### src/dq_pkg.sv
package dq_pkg;

  localparam int FUNC_W = 3;

  localparam logic [FUNC_W-1:0] FUNC_PUSH_FRONT = 3'd0;
  localparam logic [FUNC_W-1:0] FUNC_PUSH_BACK  = 3'd1;
  localparam logic [FUNC_W-1:0] FUNC_POP_FRONT  = 3'd2;
  localparam logic [FUNC_W-1:0] FUNC_POP_BACK   = 3'd3;
  localparam logic [FUNC_W-1:0] FUNC_PEEK_FRONT = 3'd4;
  localparam logic [FUNC_W-1:0] FUNC_PEEK_BACK  = 3'd5;
  localparam logic [FUNC_W-1:0] FUNC_CLEAR      = 3'd6;

  typedef struct packed {
    logic push_front;
    logic push_back;
    logic pop_front;
    logic pop_back;
    logic clear;
  } dq_ctl_t;

endpackage

### src/dq_cell.sv
module dq_cell #(
  parameter int DATA_WIDTH = 32
) (
  input  logic                  clk,
  input  logic                  rst,
  input  dq_pkg::dq_ctl_t       ctl,
  input  logic [DATA_WIDTH-1:0] push_word,
  input  logic [DATA_WIDTH-1:0] left_data,
  input  logic                  left_valid,
  input  logic [DATA_WIDTH-1:0] right_data,
  input  logic                  right_valid,
  output logic [DATA_WIDTH-1:0] data,
  output logic                  valid,
  output logic [DATA_WIDTH-1:0] back_word
);

  logic is_back;

  assign is_back   = valid && !right_valid;
  assign back_word = is_back ? data : '0;

  always_ff @(posedge clk) begin
    if (ctl.push_front) begin
      data <= left_data;
    end else if (ctl.pop_front) begin
      data <= right_data;
    end else if (ctl.push_back && left_valid && !valid) begin
      data <= push_word;
    end
  end

  always_ff @(posedge clk) begin
    if (rst) begin
      valid <= 1'b0;
    end else if (ctl.clear) begin
      valid <= 1'b0;
    end else if (ctl.push_front) begin
      valid <= left_valid;
    end else if (ctl.pop_front) begin
      valid <= right_valid;
    end else if (ctl.push_back && left_valid) begin
      valid <= 1'b1;
    end else if (ctl.pop_back && is_back) begin
      valid <= 1'b0;
    end
  end

endmodule

### src/double_ended_queue.sv
// Bounded double-ended queue of signed words.
// Input channel s_*: one operation per transfer; s_tuser carries func,
// s_tdata carries data_in. Push front/back, pop front/back, peek front/back
// and clear are supported; func code 7 does nothing and reports ok 0.
// Output channel m_*: exactly one result per operation, in order, with ok,
// the peeked word (zero unless a successful peek) and the empty flag, full
// flag and element count after the operation.
// Storage is a row of DEPTH cells; the front element sits in the first cell
// and pushes and pops at the front shift the whole row by one cell.
// The result is registered and appears in the cycle after the transfer.
// Throughput: one operation per cycle while m_tready is high; every
// operation takes effect in the cycle of its transfer.
// Reset empties the queue and drops any pending result.
// When the receiver stalls, the pending result holds in the output
// register and s_tready falls until that result is taken.
module double_ended_queue #(
  parameter int DEPTH      = 16,
  parameter int DATA_WIDTH = 32
) (
  input  logic clk,
  input  logic rst,
  input  logic s_tvalid,
  output logic s_tready,
  // data_in
  input  logic [((DATA_WIDTH+7)/8)*8-1:0] s_tdata,
  // func
  input  logic [dq_pkg::FUNC_W-1:0] s_tuser,
  output logic m_tvalid,
  input  logic m_tready,
  // ok, data_out, is_empty, is_full, occupancy
  output logic [((DATA_WIDTH+3+$clog2(DEPTH+1)+7)/8)*8-1:0] m_tdata
);

  import dq_pkg::*;

  localparam int CNT_W     = $clog2(DEPTH + 1);
  localparam int RES_W     = DATA_WIDTH + 3 + CNT_W;
  localparam int M_TDATA_W = ((RES_W + 7) / 8) * 8;

  logic [DATA_WIDTH-1:0] data_in;
  logic [FUNC_W-1:0]     func;
  logic                  accept;

  logic [CNT_W-1:0] count;
  logic [CNT_W-1:0] count_next;
  logic             empty;
  logic             full;

  dq_ctl_t               ctl;
  logic                  ok_next;
  logic [DATA_WIDTH-1:0] peek_next;

  logic [DATA_WIDTH-1:0] cell_data  [DEPTH];
  logic [DATA_WIDTH-1:0] cell_back  [DEPTH];
  logic [DEPTH-1:0]      cell_valid;
  logic [DATA_WIDTH-1:0] back_word;

  logic [RES_W-1:0] result;

  assign data_in  = s_tdata[DATA_WIDTH-1:0];
  assign func     = s_tuser;
  assign s_tready = !m_tvalid || m_tready;
  assign accept   = s_tvalid && s_tready;

  assign empty = (count == '0);
  assign full  = (count == CNT_W'(DEPTH));

  always_comb begin
    back_word = '0;
    for (int i = 0; i < DEPTH; i++) begin
      back_word = back_word | cell_back[i];
    end
  end

  always_comb begin
    ctl        = '0;
    ok_next    = 1'b0;
    peek_next  = '0;
    count_next = count;
    case (func)
      FUNC_PUSH_FRONT: begin
        if (!full) begin
          ctl.push_front = accept;
          ok_next        = 1'b1;
          count_next     = count + 1'b1;
        end
      end
      FUNC_PUSH_BACK: begin
        if (!full) begin
          ctl.push_back = accept;
          ok_next       = 1'b1;
          count_next    = count + 1'b1;
        end
      end
      FUNC_POP_FRONT: begin
        if (!empty) begin
          ctl.pop_front = accept;
          ok_next       = 1'b1;
          count_next    = count - 1'b1;
        end
      end
      FUNC_POP_BACK: begin
        if (!empty) begin
          ctl.pop_back = accept;
          ok_next      = 1'b1;
          count_next   = count - 1'b1;
        end
      end
      FUNC_PEEK_FRONT: begin
        if (!empty) begin
          ok_next   = 1'b1;
          peek_next = cell_data[0];
        end
      end
      FUNC_PEEK_BACK: begin
        if (!empty) begin
          ok_next   = 1'b1;
          peek_next = back_word;
        end
      end
      FUNC_CLEAR: begin
        ctl.clear  = accept;
        ok_next    = !empty;
        count_next = '0;
      end
      default: begin
        ok_next = 1'b0;
      end
    endcase
  end

  for (genvar i = 0; i < DEPTH; i++) begin : g_cell
    logic [DATA_WIDTH-1:0] left_data;
    logic                  left_valid;
    logic [DATA_WIDTH-1:0] right_data;
    logic                  right_valid;

    if (i == 0) begin : g_first
      assign left_data  = data_in;
      assign left_valid = 1'b1;
    end else begin : g_inner_left
      assign left_data  = cell_data[i-1];
      assign left_valid = cell_valid[i-1];
    end

    if (i == DEPTH - 1) begin : g_last
      assign right_data  = '0;
      assign right_valid = 1'b0;
    end else begin : g_inner_right
      assign right_data  = cell_data[i+1];
      assign right_valid = cell_valid[i+1];
    end

    dq_cell #(
      .DATA_WIDTH(DATA_WIDTH)
    ) u_cell (
      .clk        (clk),
      .rst        (rst),
      .ctl        (ctl),
      .push_word  (data_in),
      .left_data  (left_data),
      .left_valid (left_valid),
      .right_data (right_data),
      .right_valid(right_valid),
      .data       (cell_data[i]),
      .valid      (cell_valid[i]),
      .back_word  (cell_back[i])
    );
  end

  always_ff @(posedge clk) begin
    if (rst) begin
      count    <= '0;
      m_tvalid <= 1'b0;
    end else begin
      if (accept) begin
        count <= count_next;
      end
      if (accept) begin
        m_tvalid <= 1'b1;
      end else if (m_tready) begin
        m_tvalid <= 1'b0;
      end
    end
  end

  always_ff @(posedge clk) begin
    if (accept) begin
      result <= {count_next,
                 (count_next == CNT_W'(DEPTH)),
                 (count_next == '0),
                 peek_next,
                 ok_next};
    end
  end

  assign m_tdata = M_TDATA_W'(result);

  a_count_matches_cells: assert property (@(posedge clk) disable iff (rst)
    CNT_W'($countones(cell_valid)) == count)
    else $error("element count differs from occupied cells");

  a_cells_packed: assert property (@(posedge clk) disable iff (rst)
    $onehot({1'b0, cell_valid} + 1'b1))
    else $error("occupied cells are not packed at the front");

  a_count_bounded: assert property (@(posedge clk) disable iff (rst)
    count <= CNT_W'(DEPTH))
    else $error("element count exceeds depth");

  a_refused_push: assert property (@(posedge clk) disable iff (rst)
    accept && full && (func == FUNC_PUSH_FRONT || func == FUNC_PUSH_BACK)
    |=> $stable(cell_valid) && !result[0])
    else $error("push on a full queue changed state or reported success");

endmodule

### config.mk
export PLATFORM = sky130hd
export DESIGN_NAME = double_ended_queue
export DESIGN_NICKNAME = d
export VERILOG_FILES = /design/src/dq_pkg.sv /design/src/dq_cell.sv /design/src/double_ended_queue.sv
export SDC_FILE = /design/constraint.sdc
export NUM_CORES = 1
export LEC_CHECK = 0
export BUFFER_PORTS_ARGS = -buffer_cell sky130_fd_sc_hd__buf_2
export CAP_MARGIN = 20
export CORE_UTILIZATION = 60
export CTS_BUF_LIST = sky130_fd_sc_hd__clkbuf_8
export CTS_CLUSTER_DIAMETER = 40
export DETAILED_ROUTE_END_ITERATION = 10
export PLACE_DENSITY = 0.77
export REMOVE_ABC_BUFFERS = 1
export SYNTH_ARGS = -nofsm -noshare
export SYNTH_HDL_FRONTEND = slang
export SYNTH_HIERARCHICAL = 1
export SYNTH_SLANG_ARGS = --single-unit
### constraint.sdc
create_clock -name clk -period 10.1 [get_ports clk]
set_clock_uncertainty 0.15 [all_clocks]
set_input_delay 0.505 -clock clk [delete_from_list [all_inputs] [get_ports clk]]
set_output_delay 0.505 -clock clk [all_outputs]
set_load 0.1 [all_outputs]
**Word-level counts from Yosys, hierarchy flattened**

Index checks and enable logic that the tools add are counted.
W data, S select, Z words.

- Latch bits: 0
- Memory bits (read-only): 0
- Input bits: 39
- Logic and storage cells: 328
- Memories kept: 0
- Bits in writable memories: 0
- Register bits: 574

- Bitwise gates (word level): 15
- Muxes and demuxes: 146
- Shift operators: 0
- Eq/ne operators: 8
- Reductions and logical operators: 122
- Div/mod/pow operators: 0
- Multipliers: 0
- $add $sub $neg: 2
- $lt $le $gt $ge: 0

Operators with widths:

| cell | number |
|---|---|
| $mux W32 | 66 |
| $or A32 B32 Y32 | 15 |
| $mux W1 | 75 |
| $pmux W32 S2 | 1 |
| $reduce_bool A4 Y1 | 16 |
| $logic_and A1 B1 Y1 | 63 |
| $reduce_bool A3 Y1 | 16 |
| $logic_not A1 Y1 | 18 |
| $pmux W5 S3 | 1 |
| $eq A5 B5 Y1 const B | 2 |
| $logic_not A5 Y1 | 2 |
| $mux W5 | 2 |
| $eq A3 B3 Y1 const B | 3 |
| $eq A3 B2 Y1 const B | 2 |
| $reduce_or A2 Y1 | 3 |
| $add A5 B1 Y5 const B | 1 |
| $sub A5 B1 Y5 const B | 1 |
| $reduce_or A4 Y1 | 1 |
| $eq A3 B1 Y1 const B | 1 |
| $logic_not A3 Y1 | 1 |
| $pmux W1 S3 | 1 |
| $reduce_bool A2 Y1 | 1 |
| $logic_or A1 B1 Y1 | 1 |

**Longest topological paths before layout**

- Word-level depth: 20
- Depth in mapped cells: 9

**Cells and area by module**

The synthesis kept the hierarchy.

By module, submodules not included:

| module | seq. area each (sq um) | cells an instance | instances | area each (sq um) |
|---|---|---|---|---|
| dq_cell | 980.9 | 186 | 16 | 1949.4 |
| double_ended_queue | 1321.3 | 333 | 1 | 3183.1 |

**Worst setup path before layout**

No wires, ideal clock.

- Kind: register to register
- From: register m_tvalid
- To: register g_cell[15].u_cell.data[0] (enable)
- Path buffers: 1
- Arrival time: 8.099 ns
- Period minus slack after synthesis: 8.674 ns
- Cell stages (with the launch flop): 7
- Slack: 1.426 ns
- Required time: 9.525 ns
- Cells stage by stage: dfxtp_1 > nand2b_1 > nand2_1 > nor3_1 > buf_2 > nor2_1 > o21ai_1

RTL lines:

| element | RTL line | text |
|---|---|---|
| start: declaration | double_ended_queue.sv:28 | `output logic m_tvalid,` |
| start signal: assignment | double_ended_queue.sv:174 | `m_tvalid <= 1'b0;` |
| start signal: assignment | double_ended_queue.sv:180 | `m_tvalid <= 1'b1;` |
| start signal: assignment | double_ended_queue.sv:182 | `m_tvalid <= 1'b0;` |
| end signal: assignment | dq_cell.sv:24 | `data <= left_data;` |
| end signal: assignment | dq_cell.sv:26 | `data <= right_data;` |
| end signal: assignment | dq_cell.sv:28 | `data <= push_word;` |
| end: declaration | dq_cell.sv:12 | `output logic [DATA_WIDTH-1:0] data,` |

==> impl_metrics.env <==
export IMPL_min_path_type="input port to flip-flop"
export IMPL_clk_latency_ns=0.70
export IMPL_vias=26100
export IMPL_cts_resized=0
export IMPL_crit_path_max_fanout=84
export IMPL_end_kind="flip-flop"
export IMPL_slew_viol_final=0
export IMPL_wl_per_cell_um=21.9
export IMPL_busiest_layer="met2"
export IMPL_syn_inst=3309
export IMPL_period_needed_ns=4.87
export IMPL_synth_top_cells_by_count="edfxtp_1, nand2_1, o21ai_1"
export IMPL_synth_edf_count=552
export IMPL_critical_path_class="flip-flop to flip-flop"
export IMPL_io_buffers=80
export IMPL_track_usage_pct=31.1
export IMPL_post_route_drc_count=0
export IMPL_synth_ff_type="edfxtp_1"
export IMPL_synth_fa_ha_area_share_pct=0.0728
export IMPL_yosys_area_top_type="edfxtp_1"
export IMPL_layoutNonFillerInstCount=4176
export IMPL_synth_xor_area_share_pct=0
export IMPL_clockRootBuffer="clkbuf_8"
export IMPL_setup_tns_ns=0
export IMPL_fmax_ghz=0.206
export IMPL_clk_pin_slew_ns=0.06
export IMPL_synth_top_area_share_pct=48.2
export IMPL_h_tree_depth=3
export IMPL_clock_sinks=574
export IMPL_io_pins=81
export IMPL_ir_worst_vdd_mv=0.102
export IMPL_synth_avg_cell_area_um2=10.4
export IMPL_wirelength_um=91700
export IMPL_die_y_um=241
export IMPL_cp_required_ns=10.27
export IMPL_crit_path_start_kind="flip-flop"
export IMPL_power_w=0.00566
export IMPL_hold_viol=0
export IMPL_post_cts_repair_setup_buffers=0
export IMPL_drive_above_1_share_pct=9.19
export IMPL_yosys_warnings=6
export IMPL_first_global_vias=24900
export IMPL_leakage_nw=11.6
export IMPL_die_w_um=241
export IMPL_core_area_mm2=0.0565
export IMPL_synth_seq_cells=574
export IMPL_drt_initial_drc_count=3321
export IMPL_dp_hpwl_um=49700
export IMPL_overflow=0
export IMPL_timing_final_crit_share_pct=48.2
export IMPL_status="complete, no violations"
export IMPL_yosys_cell_count_top_type="edfxtp_1"
export IMPL_cts_buffers=104
export IMPL_synth_simple_gate_area_share_pct=20.2
export IMPL_synth_area_top_cells="edfxtp_1, mux2i_1, and2_1"
export IMPL_clk_path_buf_depth=3
export IMPL_nNetsFinal=3377
export IMPL_gp_congestion=0.835
export IMPL_powerDensity_mw_per_mm2=153
export IMPL_crit_arrival_ns=5.03
export IMPL_grt_setup_unrepaired="false"
export IMPL_syn_to_final_growth_pct=7.29
export IMPL_synth_area_mm2=0.0344
export IMPL_dieArea_mm2=0.0582
export IMPL_dr_pass1_iters=6
export IMPL_worst_pin_slew_ns=1.30
export IMPL_gr_usage_met2_pct=48.6
export IMPL_grt_max_degree=273
export IMPL_finalSetupViolCount=0
export IMPL_grt_util_met3_pct=4.91
export IMPL_synth_top_family_by_area="simple AND/OR/NAND/NOR gates"
export IMPL_dp_cells=3982
export IMPL_cts_tree="yes"
export IMPL_grt_use_met1_pct=42.9
export IMPL_drt_antenna_violating_nets=0
export IMPL_synth_compound_area_share_pct=10.2
export IMPL_muxShareOfSynthArea_pct=14.9
export IMPL_seq_area_frac_synth_pct=49.5
export IMPL_start_util_pct=60.8
export IMPL_rows=87
export IMPL_relSlewSlack_pct=13.5
export IMPL_drv_cap=0
export IMPL_grt_first_pass_wirelength_um=140000
export IMPL_postSynth_asyncResetShare_pct=0
export IMPL_antenna_found_initial=6
export IMPL_viasPerCell=6.24
export IMPL_synth_distinct_cells=50
## worst paths after layout
check | start | end | slack (ns) | cells past startpoint
worst max-delay path | count[0] | g_cell[4].u_cell/data[27] | 5.23 | 10
worst max register to register | count[0] | g_cell[4].u_cell/data[27] | 5.23 | 10
worst min register to register | g_cell[10].u_cell/data[17] | g_cell[11].u_cell/data[17] | 0.43 | 2
worst min-delay path | rst | count[0] | 0.17 | 2
## layout by cell type (no fill, tap or decap), types with 5 or more instances in the layout
| cell type | synthesis | layout |
|---|---|---|
| a211o_1 | 16 | 16 |
| a21oi_1 | 22 | 22 |
| a22o_1 | 49 | 49 |
| and2_1 | 512 | 512 |
| and2b_2 | 0 | 16 |
| buf_2 | 114 | 80 |
| buf_4 | 0 | 31 |
| bufinv_16 | 0 | 8 |
| clkbuf_8 | 0 | 107 |
| clkinv_1 | 1 | 25 |
| clkinv_2 | 0 | 14 |
| conb_1 | 2 | 38 |
| dfxtp_1 | 22 | 22 |
| edfxtp_1 | 552 | 552 |
| inv_1 | 25 | 52 |
| mux2i_1 | 512 | 512 |
| nand2_1 | 536 | 536 |
| nand2b_1 | 18 | 18 |
| nand3_1 | 5 | 5 |
| nand4_1 | 32 | 32 |
| nor2_1 | 42 | 41 |
| nor4_1 | 128 | 128 |
| nor4_2 | 16 | 16 |
| o21ai_1 | 529 | 513 |
| o21ai_4 | 1 | 17 |
## logic make-up after synthesis
group	Yosys count
AOI/OAI and AO/OA	639
adders and majority gates	2
buffers and inverters	260
DFF	574
muxes	512
other	2
and+or+nand+nor	1320
## power by group
| group | total, W | internal (W) | leakage (nW) | switching, W |
|---|---|---|---|---|
| registers | 0.00279 | 0.00273 | 5.24 | 0.0000605 |
| clock network | 0.00220 | 0.00119 | 1.14 | 0.00101 |
| logic | 0.000666 | 0.000209 | 5.27 | 0.000457 |
| total | 0.00566 | 0.00413 | 11.6 | 0.00153 |
## layer usage
| layer | vias to the layer above | part of all wire, % |
|---|---|---|
| li1 | 12000 | - |
| met1 | 12500 | 41 |
| met2 | 1268 | 46 |
| met3 | 243 | 8.9 |
| met4 | 6 | 3.8 |
| met5 | - | 0.045 |
## flip-flops by register name (all words and copies together) (netlist names)
register	cells
g_cell.u_cell/data	512
m_tdata	40
g_cell.u_cell/valid	16
count	5
m_tvalid	1
## stage by stage
| step | hold slack [ns] | setup slack (ns) | cell area (µm²) | util (%) |
|---|---|---|---|---|
| after floorplan | 0.393 | -48.76 | 32900 | - |
| after global placement | 0.353 | 5.31 | 34800 | 61.5 |
| after detailed placement | 0.375 | 5.23 | 34800 | 61.5 |
| after CTS | 0.122 | 5.32 | 36800 | 65.2 |
| after global routing | 0.167 | 5.01 | 36900 | 65.3 |
| final | 0.174 | 5.23 | 36900 | 65.3 |
## area by class of cell
cell class / instances / area, µm²
fill: 4420 / 19600
sequential: 574 / 17000
multi-input combinational: 2511 / 16000
clock buffer: 107 / 1470
tap: 756 / 946
timing repair buffer: 119 / 788
clock inverter: 81 / 564
inverter: 26 / 97.6
antenna: 2 / 5.00
## worst max-delay path: stages (launching register included)
cell     delay, ns
dfxtp_1       0.46
inv_1         0.13
ha_1          0.28
or3b_4        0.28
o21ai_0       0.14
nor3_2        0.14
buf_4         0.75
buf_4         0.95
nor2_1        0.20
o21ai_4       0.28
buf_4         0.59
## what timing repair did
| action | in CTS | in global routing |
|---|---|---|
| hold buffers | 2 | 0 |
| hold endpoints to repair | 1 | 0 |
| endpoints found under the setup margin | 0 | 0 |
Note: power is estimated with default switching activity, not from simulation.
